`config.mk`:
```
export PLATFORM = sky130hd
export DESIGN_NAME = dsa_queue
export DESIGN_NICKNAME = d
export VERILOG_FILES = /design/src/rtl/dsa_pkg.sv /design/src/rtl/dsa_queue.sv
export SDC_FILE = /design/constraint.sdc
export NUM_CORES = 1
export LEC_CHECK = 0
export BUFFER_PORTS_ARGS = -buffer_cell sky130_fd_sc_hd__buf_2
export CAP_MARGIN = 20
export CORE_MARGIN = 5
export CORE_UTILIZATION = 39
export DETAILED_ROUTE_END_ITERATION = 8
export GPL_TIMING_DRIVEN = 0
export PLACE_DENSITY = 0.63
export SYNTH_ARGS = -nofsm -noshare
export SYNTH_HDL_FRONTEND = slang
export SYNTH_SLANG_ARGS = --single-unit
```
`constraint.sdc`:
```
create_clock -name clk_i -period 4.6 [get_ports clk_i]
set_input_delay 0.69 -clock clk_i [delete_from_list [all_inputs] [get_ports clk_i]]
set_output_delay 0.69 -clock clk_i [all_outputs]
set_load 0.05 [all_outputs]
```
`src/rtl/dsa_pkg.sv`:
```
// Shared types and constants for the scaled-decimal arithmetic unit.
// Holds the operation codes, the register indexes and the classified command record.
// No dependencies.
`default_nettype none
package dsa_pkg;

  typedef enum logic [1:0] {
    OP_ADD = 2'd0,
    OP_SUB = 2'd1,
    OP_MUL = 2'd2,
    OP_DIV = 2'd3
  } op_e;

  localparam logic [1:0] REG_LEFT   = 2'd0;
  localparam logic [1:0] REG_RIGHT  = 2'd1;
  localparam logic [1:0] REG_RESULT = 2'd2;

  localparam int unsigned MaxScale = 18;
  localparam int unsigned QueueDepth = 4;

  typedef struct packed {
    op_e         op;
    logic [63:0] l_mag;
    logic        l_neg;
    logic [63:0] r_mag;
    logic        r_neg;
    logic        r_zero;
    logic [4:0]  ls;
    logic [4:0]  rs;
    logic [4:0]  ts;
  } cmd_t;

endpackage
`default_nettype wire

```
`src/rtl/dsa_queue.sv`:
```
// Short queue of classified commands between the front and back ends.
// Depends on dsa_pkg.
`default_nettype none
module dsa_queue (
  input  wire              clk_i,
  input  wire              rst_ni,
  input  wire              push_i,
  input  dsa_pkg::cmd_t    push_data_i,
  input  wire              pop_i,
  output dsa_pkg::cmd_t    pop_data_o,
  output logic             empty_o,
  output logic             full_o
);
  import dsa_pkg::*;

  localparam int PtrW = $clog2(QueueDepth);

  cmd_t              mem_q [QueueDepth];
  logic [PtrW-1:0]   wr_q, rd_q;
  logic [PtrW:0]     cnt_q;

  assign empty_o    = (cnt_q == '0);
  assign full_o     = (cnt_q == (PtrW+1)'(QueueDepth));
  assign pop_data_o = mem_q[rd_q];

  always_ff @(posedge clk_i) begin
    if (push_i) begin
      mem_q[wr_q] <= push_data_i;
    end
  end

  always_ff @(posedge clk_i or negedge rst_ni) begin
    if (!rst_ni) begin
      wr_q  <= '0;
      rd_q  <= '0;
      cnt_q <= '0;
    end else begin
      if (push_i) begin
        wr_q <= wr_q + 1'b1;
      end
      if (pop_i) begin
        rd_q <= rd_q + 1'b1;
      end
      if (push_i && !pop_i) begin
        cnt_q <= cnt_q + 1'b1;
      end else if (pop_i && !push_i) begin
        cnt_q <= cnt_q - 1'b1;
      end
    end
  end

endmodule
`default_nettype wire

```
==> run metrics <==
complex-gate fraction of the synthesized area=0.0230%; Synth Cell Area=21700 µm²; Final ANT Viol Nets=0; largest net degree at the start of global routing=55; switching share of total power=38.5%; sw power=0.00761 W; first drt pass iteration count=4; fin nets=1341; # fillers=4515; Comb power frac=39.2%; Max IR drop VDD=0.512 mV; area of the multi-input gates=3540 µm²; vias per cell=4.93; worst slew pin tran=0.820 ns; P_int=0.0122 W; minimum clock period=3.31 ns; most frequent cells in the layout=592 x edfxtp_1, 319 x buf_2, 148 x mux4_2, 61 x clkbuf_16, 21 x clkbuf_1; H-tree depth=2; total track usage=14.6%; count of pins over their slew limit=0; Clk Tree Root Cell=clkbuf_16; mux cell area share after synthesis=15.4%; sequential power share=37.0%; total die area=60600 µm²; Sink Count=599; Detail Placement HPWL=28.8 mm; global route overflow=0; required time of the critical path=3.91 ns; share of cells above drive strength 1=46.8%; simple-gate share of the synthesized area=0.224%; Max Root-Sink Buffers=3; I/O pin count=302; unique cell type count in the Yosys netlist=19; number of global-route vias before repair=10600; Peak Freq=302 MHz; FF+latch area=18000 µm²; Area Growth Syn to Fin=21.5%; total power=0.0198 W; # setup viols final=0; die width=246 µm; net count after synthesis=966; num rows=86; CTS tree=done; pwr dens=749 nW/µm²; Core Area=55200 µm²; adder-cell share of the synthesized area=0.380%; CP max FO=10; GPL Wtd Cong=0.703; Clock Latency Late Sink=0.61 ns; CTS Buf Count=60; most common cell after layout, fill and taps aside=edfxtp_1; outcome=finished clean; unrepaired setup endpoints after global routing=false; Routed WL per cell=22.4 µm; starting DRC count in detailed routing=575; Port Buf Inserts=301; leakage power=8.97 nW; first-pass GRT wire length=66.6 mm; Fin Clk Skew=0.0196 ns; max cap viols=0; Tcrit/Tclk final=72.0%; final hold viol count=0; number of antenna violations at the first check in global routing=11; Gate Count Post-Synth=808; Seq/Total Area, Yosys=82.6%; Layout Utilization=47.9%; Synthesis Warnings=0; Clock power frac=23.9%; register bit total from synthesis=599; main combinational cell family by area after synthesis=multiplexers; critical path class=flop to primary output; mean post-synth cell area=26.9 µm²; routed wire length=44.5 mm; Rel. slew slack=45.3%; Worst setup EP type=primary output; Via Count=9788; Starting Density=39.4%; CTS clk-pin slew, worst paths=0.06 ns; DRC=0; height of the die=246 µm; crit start category=flop; arrival time worst endpoint=2.62 ns; worst hold path type=input pin to flop; xor and xnor area share after synthesis=0.242%
-- logic make-up after synthesis --
logic type | Yosys count
flip-flops | 599
multiplexers | 149
buffers and inverters | 38
AND/OR/NAND/NOR | 9
XOR/XNOR | 6
adder cells (fa/ha/maj) | 6
AO/OA/AOI/OAI | 1
-- sequential cells by signal (all words and copies together), names as in the netlist --
register / count
wr_q: 2
cnt_q: 3
mem_q: 592
rd_q: 2
-- what timing repair did --
action,in CTS,in global routing
endpoints found under the hold margin,7,0
hold buffers,1,0
gates resized for setup,0,0
buffers inserted,0,0
-- path summary, 6_finish.rpt --
path	from	to	slack (ns)	cells past startpoint
setup / recovery	rd_q[1]	pop_data_o[61]	1.29	6
setup reg to reg	wr_q[0]	mem_q[0][33]	2.18	5
hold reg to reg	cnt_q[2]	cnt_q[2]	0.49	1
hold / removal	push_data_i[118]	mem_q[0][118]	0.29	1
max in group asynchronous	rst_ni	rd_q[0]	3.99	2
min in group asynchronous	rst_ni	rd_q[1]	0.45	2
-- per-stage QoR --
step	TNS [ns]	setup WS (ns)	hold WS (ns)	std cells	area, µm²
4_1_cts	0	1.18	0.240	1980	26400
2_1_floorplan	0	0.00663	0.394	808	21700
6_report	0	1.29	0.294	1986	26400
3_5_place_dp	0	1.85	0.477	1868	24500
5_1_grt	0	1.13	0.252	1982	26400
3_3_place_gp	-1909.48	-3.28	0.471	1857	24200
-- synthesized netlist by cell type (all sizes together) --
cell type  number  share of area, %
buf            30               1.0
edfxtp        592                82
ha              5              0.29
nor2            1             0.017
nand2           2             0.035
xnor2           2             0.081
mux4          148                15
nor3            1             0.023
xor2            4              0.16
mux2            1             0.052
dfrtp           7              0.81
and2            4              0.12
clkbuf          4             0.069
fa              1             0.092
inv             4             0.069
o21ai           1             0.023
nor3b           1             0.035
-- power by group through the flow --
stage	logic (W)	clock network, W	registers, W
final	0.00775	0.00473	0.00732
after global routing	0.00818	0.00512	0.00739
after CTS	0.00795	0.00487	0.00733
after detailed placement	0.00793	0	0.00744
after global placement	0.00774	0	0.00772
after floorplan	0.00585	0	0.00753
-- critical path, stage by stage (launching register included) --
cell      delay, ns
dfrtp_1        0.31
buf_2          0.15
clkbuf_1       0.34
buf_8          0.21
buf_2          0.35
mux4_2         0.39
buf_2          0.23
-- cell type report --
class	instances	share of cell area, %
repair buffers	313	6.84
multi-input cells	171	13.4
well taps	748	3.54
flip-flops and latches	599	68.0
inverters	4	0.0568
diodes	6	0.0568
plain buffers	34	0.895
clock inverters	33	1.21
clock buffers	78	6.02
-- metal layers --
metal  global-route usage [%]  vias to the layer above  part of all wire, %
met1                     18.7                     5118                   39
met5                        0                        -                 0.15
li1                         -                     4280                    -
met2                     24.0                      291                   50
met4                     4.55                       12                  2.7
met3                     4.57                       87                  7.9
Note: power is estimated with default switching activity, not from simulation.
