[src/rtl/dsa_pkg.sv]
// Shared types and constants for the scaled-decimal arithmetic unit.
// Holds the operation codes, the register indexes and the classified command record.
// No dependencies.
`default_nettype none
package dsa_pkg;

  typedef enum logic [1:0] {
    OP_ADD = 2'd0,
    OP_SUB = 2'd1,
    OP_MUL = 2'd2,
    OP_DIV = 2'd3
  } op_e;

  localparam logic [1:0] REG_LEFT   = 2'd0;
  localparam logic [1:0] REG_RIGHT  = 2'd1;
  localparam logic [1:0] REG_RESULT = 2'd2;

  localparam int unsigned MaxScale = 18;
  localparam int unsigned QueueDepth = 4;

  typedef struct packed {
    op_e         op;
    logic [63:0] l_mag;
    logic        l_neg;
    logic [63:0] r_mag;
    logic        r_neg;
    logic        r_zero;
    logic [4:0]  ls;
    logic [4:0]  rs;
    logic [4:0]  ts;
  } cmd_t;

endpackage
`default_nettype wire

[src/rtl/dsa_front.sv]
// Front end: scale registers on the APB port and classification of incoming items.
// Depends on dsa_pkg.
`default_nettype none
module dsa_front #(
  parameter int VALUE_WIDTH = 64
) (
  input  wire              clk_i,
  input  wire              rst_ni,
  input  wire              psel,
  input  wire              penable,
  input  wire              pwrite,
  input  wire  [3:0]       paddr,
  input  wire  [31:0]      pwdata,
  output logic [31:0]      prdata,
  input  wire  [1:0]       op_i,
  input  wire  [63:0]      left_value_i,
  input  wire  [63:0]      right_value_i,
  output dsa_pkg::cmd_t    cmd_o
);
  import dsa_pkg::*;

  localparam int Sh = 64 - VALUE_WIDTH;

  logic [4:0] left_scale_q, right_scale_q, result_scale_q;
  logic       wr_en;
  logic [63:0] lt, rt, lv, rv;

  assign wr_en = psel && penable && pwrite;

  always_ff @(posedge clk_i or negedge rst_ni) begin
    if (!rst_ni) begin
      left_scale_q   <= '0;
      right_scale_q  <= '0;
      result_scale_q <= '0;
    end else if (wr_en) begin
      case (paddr[3:2])
        REG_LEFT:   left_scale_q   <= pwdata[4:0];
        REG_RIGHT:  right_scale_q  <= pwdata[4:0];
        REG_RESULT: result_scale_q <= pwdata[4:0];
        default: ;
      endcase
    end
  end

  always_comb begin
    case (paddr[3:2])
      REG_LEFT:   prdata = {27'd0, left_scale_q};
      REG_RIGHT:  prdata = {27'd0, right_scale_q};
      REG_RESULT: prdata = {27'd0, result_scale_q};
      default:    prdata = '0;
    endcase
  end

  function automatic logic [4:0] eff(input logic [4:0] s);
    return (s > 5'(MaxScale)) ? 5'(MaxScale) : s;
  endfunction

  // Operands are the low VALUE_WIDTH bits of each field, sign-extended.
  assign lt = left_value_i << Sh;
  assign rt = right_value_i << Sh;
  assign lv = 64'($signed(lt) >>> Sh);
  assign rv = 64'($signed(rt) >>> Sh);

  always_comb begin
    cmd_o.op     = op_e'(op_i);
    cmd_o.l_neg  = lv[63];
    cmd_o.l_mag  = lv[63] ? (64'd0 - lv) : lv;
    cmd_o.r_neg  = rv[63];
    cmd_o.r_mag  = rv[63] ? (64'd0 - rv) : rv;
    cmd_o.r_zero = (rv == 64'd0);
    cmd_o.ls     = eff(left_scale_q);
    cmd_o.rs     = eff(right_scale_q);
    cmd_o.ts     = eff(result_scale_q);
  end

endmodule
`default_nettype wire

[config.mk]
export PLATFORM = sky130hd
export DESIGN_NAME = dsa_front
export DESIGN_NICKNAME = d
export VERILOG_FILES = /design/src/rtl/dsa_pkg.sv /design/src/rtl/dsa_front.sv
export SDC_FILE = /design/constraint.sdc
export NUM_CORES = 1
export LEC_CHECK = 0
export ABC_AREA = 1
export BUFFER_PORTS_ARGS = -buffer_cell sky130_fd_sc_hd__buf_2
export CAP_MARGIN = 20
export CORE_AREA = 3 3 137 139
export DETAILED_ROUTE_END_ITERATION = 7
export DIE_AREA = 0 0 140 142
export SYNTH_ARGS = -nofsm -noshare
export SYNTH_HDL_FRONTEND = slang
export SYNTH_SLANG_ARGS = --single-unit
[constraint.sdc]
create_clock -name clk_i -period 1.45 [get_ports clk_i]
set_input_delay 0.0725 -clock clk_i [delete_from_list [all_inputs] [get_ports clk_i]]
set_output_delay 0.0725 -clock clk_i [all_outputs]
set_load 0.01 [all_outputs]
==> run_results.csv <==
group,metric,value,unit
clock_tree,numCtsBuffers,3,
final_layout,fillers,1871,
placement,dp_slack,-177,ps
synth,syn_avg_cell_area,4.92,um^2
clock_tree,clk_pin_slew,50,ps
floorplanning,chipWidth,140,um
setup_path,critPathKind,"input pin to output port",
synth,ys_ff_latch,15,
setup_path,crit_chain,"buf_8 -> inv_8 -> buf_4 -> nand3_4 -> o21ai_4 -> nand2_4 -> nor2_4 -> nand3_1 -> nand2_1 -> buf_2",
sta,finalCritPeriodShare,1.05,
outcome,status,"finished with violations",
synth,synthAdderAreaFrac,0.00451,
clock_tree,htree_num_levels,1,
floorplanning,boundaryPins,351,
sta,tightestPinTransition,506,ps
sta,final.min_clock_period,1530,ps
synth,ys_types,37,
setup_path,cp_max_fo,4,
setup_path,worst_ep_arrival_time,1460,ps
synth,synth_top_family_by_area,"simple AND/OR/NAND/NOR gates",
clock_tree,cts_tree,"yes",
sta,fmax,654,MHz
setup_path,crit_slowest_cell,"o21ai_4",
routing,drt_drc_violations_left,0,
synth,yosysWarningCount,0,
routing,via_count,8530,
floorplanning,die_h,142,um
routing,wire_per_inst,15.0,um
global_route,grt_max_degree,39,
floorplanning,core,17800,um^2
placement,port_buffers,290,
sta,maxSlewHeadroom,0.659,
final_layout,syn_to_final_growth,67.9,%
setup_path,r2r_cells,4,
global_route,overflow,0,
final_layout,nNetsFinal,1723,
synth,synth_compound_area_frac,0.0998,
synth,muxShareOfSynthArea,0,
sta,rsz0062_at_grt,"true",
power,powerDensity,433,nW/um^2
routing,dr.pass1.iters,5,
global_route,grt_pass1_wl,39400,um
setup_path,worstPathRequired,1380,ps
outcome,violations,"setup timing",
sta,finalClockSkew,0,ps
sta,worst_slack,-78.4,ps
synth,synth.cell_area,5550,um^2
floorplanning,die-area,19900,um^2
placement,gp_congestion,1.01,
synth,seq_area_frac_synth,0.0676,
routing,postRouteWirelength,26700,um
sta,drv_slew,0,
clock_tree,clock_latency,250,ps
final_layout,final_layout_size_suffix_gt1_frac,0.438,
sta,setup_viol,10,
power,p_leak,0.00464,uW
power,max-vdd-ir-drop,1150,uV
setup_path,endpoint_kind,"output port",
worst_hold_path,hold_path_depth,3,
synth,synth_xor_area_frac,0.0946,
global_route,grt_pass1_vias,7881,
placement,dpl.hpwl,22300,um
synth,ys_async_sr_fraction,1.00,
synth,synthSimpleGateAreaFrac,0.606,
power,total_power,4040,uW
synth,syn_inst,1129,
sta,finalHoldViolations,0,
routing,drt-initial-drc-count,484,
clock_tree,clk_path_buf_depth,2,
floorplanning,start_util,0.312,
routing,viasPerCell,4.79,
synth,ys.flop_type,"dfrtp_1",
setup_path,critPathLaunchType,"input pin",
clock_tree,cts.sinks,15,
synth,synth_edf_count,0,
floorplanning,num_rows,49,
worst_hold_path,hold_class,"input pin to flop",
routing,ant_nets,0,
global_route,grt_antenna_before_repair,2,
job,cap_viol_max_count,0,
global_route,grtUsageTotal,0.241,
setup_path,cpPeakStageDelay,280,ps
clock_tree,cts_root_buf,"clkbuf_16",
sta,hold_ws,118,ps
==> layout by cell type (no fill, tap or decap), types with 6 or more instances in the layout <==
cell | netlist | final
buf_2 | 8 | 276
buf_4 | 35 | 139
buf_6 | 0 | 16
conb_1 | 1 | 27
dfrtp_1 | 15 | 15
inv_1 | 96 | 89
nand2_1 | 441 | 386
nand2_2 | 12 | 56
nand2_4 | 1 | 12
nand3_1 | 65 | 60
nand3b_1 | 6 | 6
nand4_1 | 9 | 9
nor2_1 | 256 | 158
nor2_2 | 8 | 62
nor2_4 | 8 | 53
o211ai_1 | 6 | 6
o21ai_0 | 49 | 28
o21ai_1 | 3 | 11
o21ai_2 | 3 | 15
o21ai_4 | 6 | 7
o21bai_1 | 8 | 8
xnor2_1 | 29 | 29
xor2_1 | 31 | 30
==> per-layer routing <==
layer | global-route usage | vias to the layer above | part of all wire
met4 | 0.0454 | 2 | 0.025
met5 | 0 | - | 0.00049
met3 | 0.0259 | 42 | 0.066
met1 | 0.296 | 3863 | 0.40
li1 | - | 4279 | -
met2 | 0.458 | 344 | 0.51
==> area by class of cell <==
type / instances / area (um^2) / share of cell area
flip-flops and latches: 15 / 375 / 0.0403
multi-input cells: 992 / 5420 / 0.582
inverters: 97 / 390 / 0.0419
diodes: 1 / 2.50 / 0.000268
clock inverters: 1 / 5.00 / 0.000537
well taps: 229 / 287 / 0.0307
repair buffers: 441 / 2770 / 0.297
clock buffers: 3 / 75.1 / 0.00805
==> through the flow <==
stage,TNS [ps],instances,instance area (um^2),util
floorplan,0,1155,5650,-
finish,-323,1779,9330,0.524
CTS,-51.2,1764,8460,0.476
detailed placement,-4470,1743,8020,0.451
global route,-2260,1779,9330,0.524
global placement,-3380,1743,8020,0.451
==> power breakdown <==
| part | internal (uW) | leakage [uW] | total (uW) | switching (uW) |
|---|---|---|---|---|
| sequential | 505 | 0.000191 | 581 | 75.4 |
| clock | 368 | 0.0000409 | 534 | 167 |
| combinational | 1250 | 0.00441 | 2920 | 1680 |
| total | 2120 | 0.00464 | 4040 | 1920 |
==> timing repair <==
action | in CTS | in global routing
pin swaps | 28 | 53
resized for setup | 72 | 237
buffers inserted | 15 | 14
hold buffers | 1 | 0
cloned | 1 | 0
endpoints found under the hold margin | 15 | 0
endpoints found under the setup margin | 59 | 93
==> worst paths after layout <==
path	endpoint	slack [ps]	startpoint
setup / recovery	cmd_o[66]	-80	right_value_i[0]
hold / removal	left_scale_q[0]	120	pwdata[0]
setup reg to reg	left_scale_q[0]	550	left_scale_q[0]
hold reg to reg	right_scale_q[0]	480	right_scale_q[0]
max in group asynchronous	result_scale_q[3]	940	rst_ni
min in group asynchronous	result_scale_q[4]	260	rst_ni
==> cells by family (layout without fill, tap and decap cells) <==
family | count (synthesis) | count (layout)
xor gates and xnor gates | 60 | 60
AOI/OAI and AO/OA | 84 | 84
other | 1 | 28
and+or+nand+nor | 818 | 819
buffers and inverters | 149 | 542
DFF | 15 | 15
adders and majority gates | 2 | 2
==> state kept, by name, indices dropped and copies added (netlist names) <==
| register | flops |
|---|---|
| left_scale_q | 5 |
| right_scale_q | 5 |
| result_scale_q | 5 |
==> worst max-delay path: cells and delay by family <==
family / cells / cell delay [ps]
buffers and inverters: 4 / 380
and+or+nand+nor: 5 / 710
AOI/OAI and AO/OA: 1 / 280
==> synthesized netlist by cell type, types with 8 or more instances <==
master    number  area, um^2
nor2_2         8        50.1
o21ai_0       49         245
nand2_2       12        75.1
inv_1         96         360
nand2_1      441        1660
nor2_1       256         961
dfrtp_1       15         375
nand3_1       65         325
xor2_1        31         272
buf_4         35         263
nor2_4         8        90.1
buf_2          8        40.0
xnor2_1       29         254
nand4_1        9        56.3
o21bai_1       8        60.1
Power figures use the tool's default switching activity.
